===== src/rtl/core/a8exe_pkg.sv =====
`default_nettype none

package a8exe_pkg;

    // Default data memory depth in 32-bit words.
    localparam int MEM_WORDS_DEF = 1024;

    // Width of the packed result word on the master side.
    localparam int OUT_W = 144;

    // Instruction classes produced by the front end.
    typedef enum logic [4:0] {
        OP_UNK,
        OP_B,
        OP_CBZ,
        OP_CBNZ,
        OP_BCOND,
        OP_MOVZ,
        OP_HLT,
        OP_ADDI,
        OP_SUBI,
        OP_UBFM,
        OP_ADD,
        OP_SUB,
        OP_AND,
        OP_ORR,
        OP_EOR,
        OP_MUL,
        OP_BR,
        OP_LDUR,
        OP_STUR
    } op_t;

    // One decoded instruction as it sits in the queue.
    typedef struct packed {
        op_t         op;
        logic        setf;
        logic [2:0]  nbm1;
        logic [31:0] instr;
    } entry_t;

    // Head of the queue as seen by the back end.
    typedef struct packed {
        logic   valid;
        entry_t entry;
    } queue_out_t;

    // Back end sequencer states.
    typedef enum logic [2:0] {
        ST_CLEAR,
        ST_IDLE,
        ST_EXEC,
        ST_MUL,
        ST_MOD,
        ST_MRD,
        ST_MWR
    } state_t;

endpackage

`default_nettype wire


===== src/rtl/core/a8exe_front.sv =====
`default_nettype none

module a8exe_front (
    input  wire logic                   aclk,
    input  wire logic                   aresetn,
    input  wire logic                   s_tvalid,
    output logic                        s_tready,
    input  wire logic [31:0]            s_tdata,   // instruction[31:0]
    input  wire logic                   clearing,
    output a8exe_pkg::queue_out_t       q_out,
    input  wire logic                   q_pop
);

    import a8exe_pkg::*;

    localparam logic [5:0]  OPC_B     = 6'h05;
    localparam logic [7:0]  OPC_CBZ   = 8'hB4;
    localparam logic [7:0]  OPC_CBNZ  = 8'hB5;
    localparam logic [7:0]  OPC_BCOND = 8'h54;
    localparam logic [10:0] OPC_MOVZ  = 11'h694;
    localparam logic [10:0] OPC_HLT   = 11'h6A2;
    localparam logic [9:0]  OPC_ADDI  = 10'h244;
    localparam logic [9:0]  OPC_ADDIS = 10'h2C4;
    localparam logic [9:0]  OPC_SUBI  = 10'h344;
    localparam logic [9:0]  OPC_SUBIS = 10'h3C4;
    localparam logic [9:0]  OPC_UBFM  = 10'h34D;
    localparam logic [10:0] OPC_ADD   = 11'h458;
    localparam logic [10:0] OPC_ADDS  = 11'h558;
    localparam logic [10:0] OPC_SUB   = 11'h658;
    localparam logic [10:0] OPC_SUBS  = 11'h758;
    localparam logic [10:0] OPC_AND   = 11'h450;
    localparam logic [10:0] OPC_ANDS  = 11'h750;
    localparam logic [10:0] OPC_ORR   = 11'h550;
    localparam logic [10:0] OPC_EOR   = 11'h650;
    localparam logic [10:0] OPC_MUL   = 11'h4D8;
    localparam logic [10:0] OPC_BR    = 11'h6B0;
    localparam logic [10:0] OPC_LDX   = 11'h7C2;
    localparam logic [10:0] OPC_LDW   = 11'h5C2;
    localparam logic [10:0] OPC_LDH   = 11'h3C2;
    localparam logic [10:0] OPC_LDB   = 11'h1C2;
    localparam logic [10:0] OPC_STX   = 11'h7C0;
    localparam logic [10:0] OPC_STW   = 11'h5C0;
    localparam logic [10:0] OPC_STH   = 11'h3C0;
    localparam logic [10:0] OPC_STB   = 11'h1C0;

    entry_t      q_mem_reg [2];
    logic        wr_ptr_reg, wr_ptr_next;
    logic        rd_ptr_reg, rd_ptr_next;
    logic [1:0]  count_reg, count_next;
    entry_t      dec;
    logic        push;
    logic [10:0] op11;
    logic [9:0]  op10;
    logic [7:0]  op8;

    assign op11 = s_tdata[31:21];
    assign op10 = s_tdata[31:22];
    assign op8  = s_tdata[31:24];

    // Classify the incoming word in the same priority as the architecture.
    always_comb begin
        dec.op    = OP_UNK;
        dec.setf  = 1'b0;
        dec.nbm1  = 3'd0;
        dec.instr = s_tdata;
        if (s_tdata[31:26] == OPC_B) begin
            dec.op = OP_B;
        end else if (op8 == OPC_CBZ) begin
            dec.op = OP_CBZ;
        end else if (op8 == OPC_CBNZ) begin
            dec.op = OP_CBNZ;
        end else if (op8 == OPC_BCOND) begin
            dec.op = OP_BCOND;
        end else if (op11 == OPC_MOVZ) begin
            dec.op = OP_MOVZ;
        end else if (op11 == OPC_HLT) begin
            dec.op = OP_HLT;
        end else if (op10 == OPC_ADDI || op10 == OPC_ADDIS) begin
            dec.op   = OP_ADDI;
            dec.setf = (op10 == OPC_ADDIS);
        end else if (op10 == OPC_SUBI || op10 == OPC_SUBIS) begin
            dec.op   = OP_SUBI;
            dec.setf = (op10 == OPC_SUBIS);
        end else if (op10 == OPC_UBFM) begin
            dec.op = OP_UBFM;
        end else begin
            case (op11)
                OPC_ADD:  dec.op = OP_ADD;
                OPC_ADDS: begin
                    dec.op   = OP_ADD;
                    dec.setf = 1'b1;
                end
                OPC_SUB:  dec.op = OP_SUB;
                OPC_SUBS: begin
                    dec.op   = OP_SUB;
                    dec.setf = 1'b1;
                end
                OPC_AND:  dec.op = OP_AND;
                OPC_ANDS: begin
                    dec.op   = OP_AND;
                    dec.setf = 1'b1;
                end
                OPC_ORR:  dec.op = OP_ORR;
                OPC_EOR:  dec.op = OP_EOR;
                OPC_MUL:  dec.op = OP_MUL;
                OPC_BR:   dec.op = OP_BR;
                OPC_LDX: begin
                    dec.op   = OP_LDUR;
                    dec.nbm1 = 3'd7;
                end
                OPC_LDW: begin
                    dec.op   = OP_LDUR;
                    dec.nbm1 = 3'd3;
                end
                OPC_LDH: begin
                    dec.op   = OP_LDUR;
                    dec.nbm1 = 3'd1;
                end
                OPC_LDB:  dec.op = OP_LDUR;
                OPC_STX: begin
                    dec.op   = OP_STUR;
                    dec.nbm1 = 3'd7;
                end
                OPC_STW: begin
                    dec.op   = OP_STUR;
                    dec.nbm1 = 3'd3;
                end
                OPC_STH: begin
                    dec.op   = OP_STUR;
                    dec.nbm1 = 3'd1;
                end
                OPC_STB:  dec.op = OP_STUR;
                default:  dec.op = OP_UNK;
            endcase
        end
    end

    // Two-entry queue toward the back end.
    assign s_tready    = (count_reg != 2'd2) && !clearing;
    assign push        = s_tvalid && s_tready;
    assign q_out.valid = (count_reg != 2'd0);
    assign q_out.entry = q_mem_reg[rd_ptr_reg];

    always_comb begin
        wr_ptr_next = push ? !wr_ptr_reg : wr_ptr_reg;
        rd_ptr_next = q_pop ? !rd_ptr_reg : rd_ptr_reg;
        count_next  = count_reg + {1'b0, push} - {1'b0, q_pop};
    end

    always_ff @(posedge aclk) begin
        if (!aresetn) begin
            wr_ptr_reg <= 1'b0;
            rd_ptr_reg <= 1'b0;
            count_reg  <= 2'd0;
        end else begin
            wr_ptr_reg <= wr_ptr_next;
            rd_ptr_reg <= rd_ptr_next;
            count_reg  <= count_next;
        end
        if (push) begin
            q_mem_reg[wr_ptr_reg] <= dec;
        end
    end

endmodule

`default_nettype wire


===== config.mk =====
export PLATFORM = sky130hd
export DESIGN_NAME = a8exe_front
export DESIGN_NICKNAME = d
export VERILOG_FILES = /design/src/rtl/core/a8exe_pkg.sv /design/src/rtl/core/a8exe_front.sv
export SDC_FILE = /design/constraint.sdc
export NUM_CORES = 1
export LEC_CHECK = 0
export ABC_AREA = 1
export BUFFER_PORTS_ARGS = -buffer_cell sky130_fd_sc_hd__buf_2
export CELL_PAD_IN_SITES_DETAIL_PLACEMENT = 1
export CELL_PAD_IN_SITES_GLOBAL_PLACEMENT = 2
export CORE_MARGIN = 4
export CORE_UTILIZATION = 33
export DETAILED_ROUTE_END_ITERATION = 7
export HOLD_SLACK_MARGIN = 0.02
export PLACE_DENSITY_LB_ADDON = 0.15
export SLEW_MARGIN = 25
export SYNTH_ARGS = -nofsm -noshare
export SYNTH_HDL_FRONTEND = slang
export SYNTH_SLANG_ARGS = --single-unit
export TNS_END_PERCENT = 10

===== constraint.sdc =====
create_clock -name aclk -period 2.9 [get_ports aclk]
set_input_delay 0.435 -clock aclk [delete_from_list [all_inputs] [get_ports aclk]]
set_output_delay 0.435 -clock aclk [all_outputs]
set_load 0.01 [all_outputs]

==> run_results.csv <==
group,metric,value,unit
power_and_ir_drop,powerDensity,578,nW/µm²
clock_network,cts_resized,0,
worst_setup_path,reg2reg_to,"count_reg[1]$_SDFF_PN0_",
synth,syn-instance-count,249,
floorplanning,die_w,112,µm
clock_network,clk_latency,0.35,ns
clock_network,cts_tree,"built",
sta,finalWorstSetupSlack,0.765,ns
detailed_routing,drc_errors,0,
worst_setup_path,crit_path_end,"q_out[5]",
place,portBuffers,79,
floorplanning,core-area,10500,µm²
place,dpl_cell_area,4220,µm²
sta,slew_violations,0,
place,dpl.hpwl,5720,µm
sta,setup_viol,0,
worst_setup_path,arrival,1.70,ns
sta,max_slew_margin,73.7,%
place,routabilityCongestion,0.795,
detailed_routing,wl_per_cell,16.3,µm
synth,ys_seq_area_share,71.2,%
clock_network,cts_buffer_depth,2,
finish,nFillCells,1127,
finish,drive_gt1_share,44.2,%
worst_setup_path,crit_required,2.47,ns
floorplanning,dieArea,12600,µm²
synth,ys_ff_latch,87,
detailed_routing,vias_per_cell,4.60,
worst_setup_path,endpoint_kind,"primary output",
sta,rsz0062_at_grt,"no",
clock_network,htreeDepth,3,
sta,fmax,468,MHz
power_and_ir_drop,ir_drop,184,µV
synth,syn_area_per_cell,14.4,µm²
synth,ys_warn_count,0,
clock_network,holdBufCountCts,0,
sta,whs,0.268,ns
finish,final_util,42.0,%
finish,antenna_cells,0,
floorplanning,floorplan.initialDensity,34.4,%
grt,antenna_found_initial,0,
power_and_ir_drop,p_leak,1.71,nW
power_and_ir_drop,p_total,2.54,mW
detailed_routing,finalWirelength,7790,µm
synth,synth_area,3600,µm²
finish,largest_reg_flops,82,
job,maxCapViolCount,0,
sta,timing.final.crit_share,73.6,%
finish,final_common_cell,"edfxtp_1",
worst_setup_path,crit_fanout,27,
grt,grt_pass1_wl,12500,µm
clock_network,postCtsSetupBuffers,0,
worst_setup_path,start_kind,"register",
worst_setup_path,critPathKind,"register to primary output",
clock_network,cts_buffers,9,
detailed_routing,firstDrtPassIters,4,
detailed_routing,drtIter0Drc,128,
synth,syn_nets,288,
grt,grt_max_degree,33,
sta,worst_slew_pin_slew,0.394,ns
grt,grt_pass1_vias,2418,
clock_network,path_clk_slew,0.09,ns
synth,synth.distinct_cells,25,
finish,nets,376,
worst_setup_path,reg2reg_slack,1.12,ns
sta,hold_viol_final,0,
clock_network,cts.sinks,87,
place,dp_slack,0.969,ns
worst_setup_path,r2r_start,"count_reg[0]$_SDFF_PN0_",
sta,period_needed,2.14,ns
grt,grt-ovfl-total,0,
floorplanning,rows,37,
worst_setup_path,rr_worst_depth,9,
finish,area_growth,22.3,%
sta,clock_skew,0.0139,ns
floorplanning,io_pins,80,
detailed_routing,ant_nets,0,
clock_network,clockRootBuffer,"clkbuf_8",
floorplanning,die_y,112,µm
grt,track_usage,13.0,%
finish,layout_common_cells,"82 x edfxtp_1, 79 x buf_2, 41 x mux2_2",
hold_path,min_path_type,"primary input to register",
finish,finalInstanceArea,4400,µm²
run_status,status,"finished, final reports clean",
detailed_routing,vias,2199,
critical path: stages (launching register included):
cell and delay (ns):
dfxtp_2 0.58, buf_12 0.26, mux2_2 0.37, buf_2 0.14
cell type report:
class / count / area [µm²] / share of cell area, %
Clock inverter: 3 / 43.8 / 0.996
Tap cell: 136 / 170 / 3.87
Timing Repair Buffer: 82 / 455 / 10.4
Sequential cell: 87 / 2560 / 58.3
Inverter: 22 / 82.6 / 1.88
Clock buffer: 13 / 139 / 3.16
Multi-Input combinational cell: 135 / 943 / 21.5
cells in the mapped netlist:
master	instances	share of area, %
o21ai_0	3	0.42
o2111ai_1	1	0.24
nor3_2	2	0.56
ha_1	2	0.70
a21oi_1	3	0.42
edfxtp_1	82	68
nor2_2	6	1.0
inv_1	19	2.0
o21a_1	1	0.21
o21ai_1	1	0.14
nor4_1	1	0.17
clkbuf_1	1	0.10
nand2_2	1	0.17
nand3_1	13	1.8
nand2_1	26	2.7
buf_2	4	0.56
nor2_1	23	2.4
mux2_2	41	13
and2_4	1	0.24
dfxtp_1	5	2.8
nand4_1	6	1.0
a31oi_1	1	0.17
nor3_1	2	0.28
inv_2	3	0.31
xnor2_1	1	0.24
stage by stage:
stage          TNS, ns  instances
4_1_cts              0        478
5_1_grt              0        478
2_1_floorplan   -11.56        249
3_3_place_gp         0        462
3_5_place_dp         0        462
6_report             0        478
how the worst min path moves through the flow:
stage / startpoint / end / slack, ns / depth (start not counted)
5_1_grt: s_tdata[3] / q_mem_reg[1][3]$_DFFE_PP_ / 0.24 / 1
3_3_place_gp: rd_ptr_reg$_SDFFE_PN0P_ / rd_ptr_reg$_SDFFE_PN0P_ / 0.48 / 2
3_5_place_dp: count_reg[1]$_SDFF_PN0_ / count_reg[1]$_SDFF_PN0_ / 0.50 / 2
4_1_cts: s_tdata[17] / q_mem_reg[1][17]$_DFFE_PP_ / 0.25 / 1
6_report: s_tdata[17] / q_mem_reg[1][17]$_DFFE_PP_ / 0.27 / 1
2_1_floorplan: count_reg[1]$_SDFF_PN0_ / count_reg[1]$_SDFF_PN0_ / 0.46 / 2
layer usage:
layer | global-route usage (%) | share of wire (%) | vias up
met2 | 21.6 | 50 | 55
li1 | - | - | 1075
met3 | 3.18 | 4.1 | 11
met4 | 5.29 | 1.6 | 0
met1 | 16.2 | 45 | 1058
met5 | 0 | 0 | -
logic make-up (layout without fill, tap and decap cells):
| group | count (synthesis) | count (layout) | synth area share (%) |
|---|---|---|---|
| multiplexers | 41 | 41 | 12.8 |
| AO/OA/AOI/OAI | 10 | 10 | 1.60 |
| AND/OR/NAND/NOR | 81 | 81 | 10.4 |
| flip-flops | 87 | 87 | 71.2 |
| adder cells (fa/ha/maj) | 2 | 2 | 0.696 |
| XOR/XNOR | 1 | 1 | 0.244 |
| buffers and inverters | 27 | 120 | 2.96 |
power by group:
| part | leakage [nW] | switching (mW) | internal (mW) |
|---|---|---|---|
| logic | 0.805 | 0.166 | 0.127 |
| clock network | 0.0916 | 0.397 | 0.400 |
| registers | 0.808 | 0.0200 | 1.43 |
Note: power is estimated with default switching activity, not from simulation.
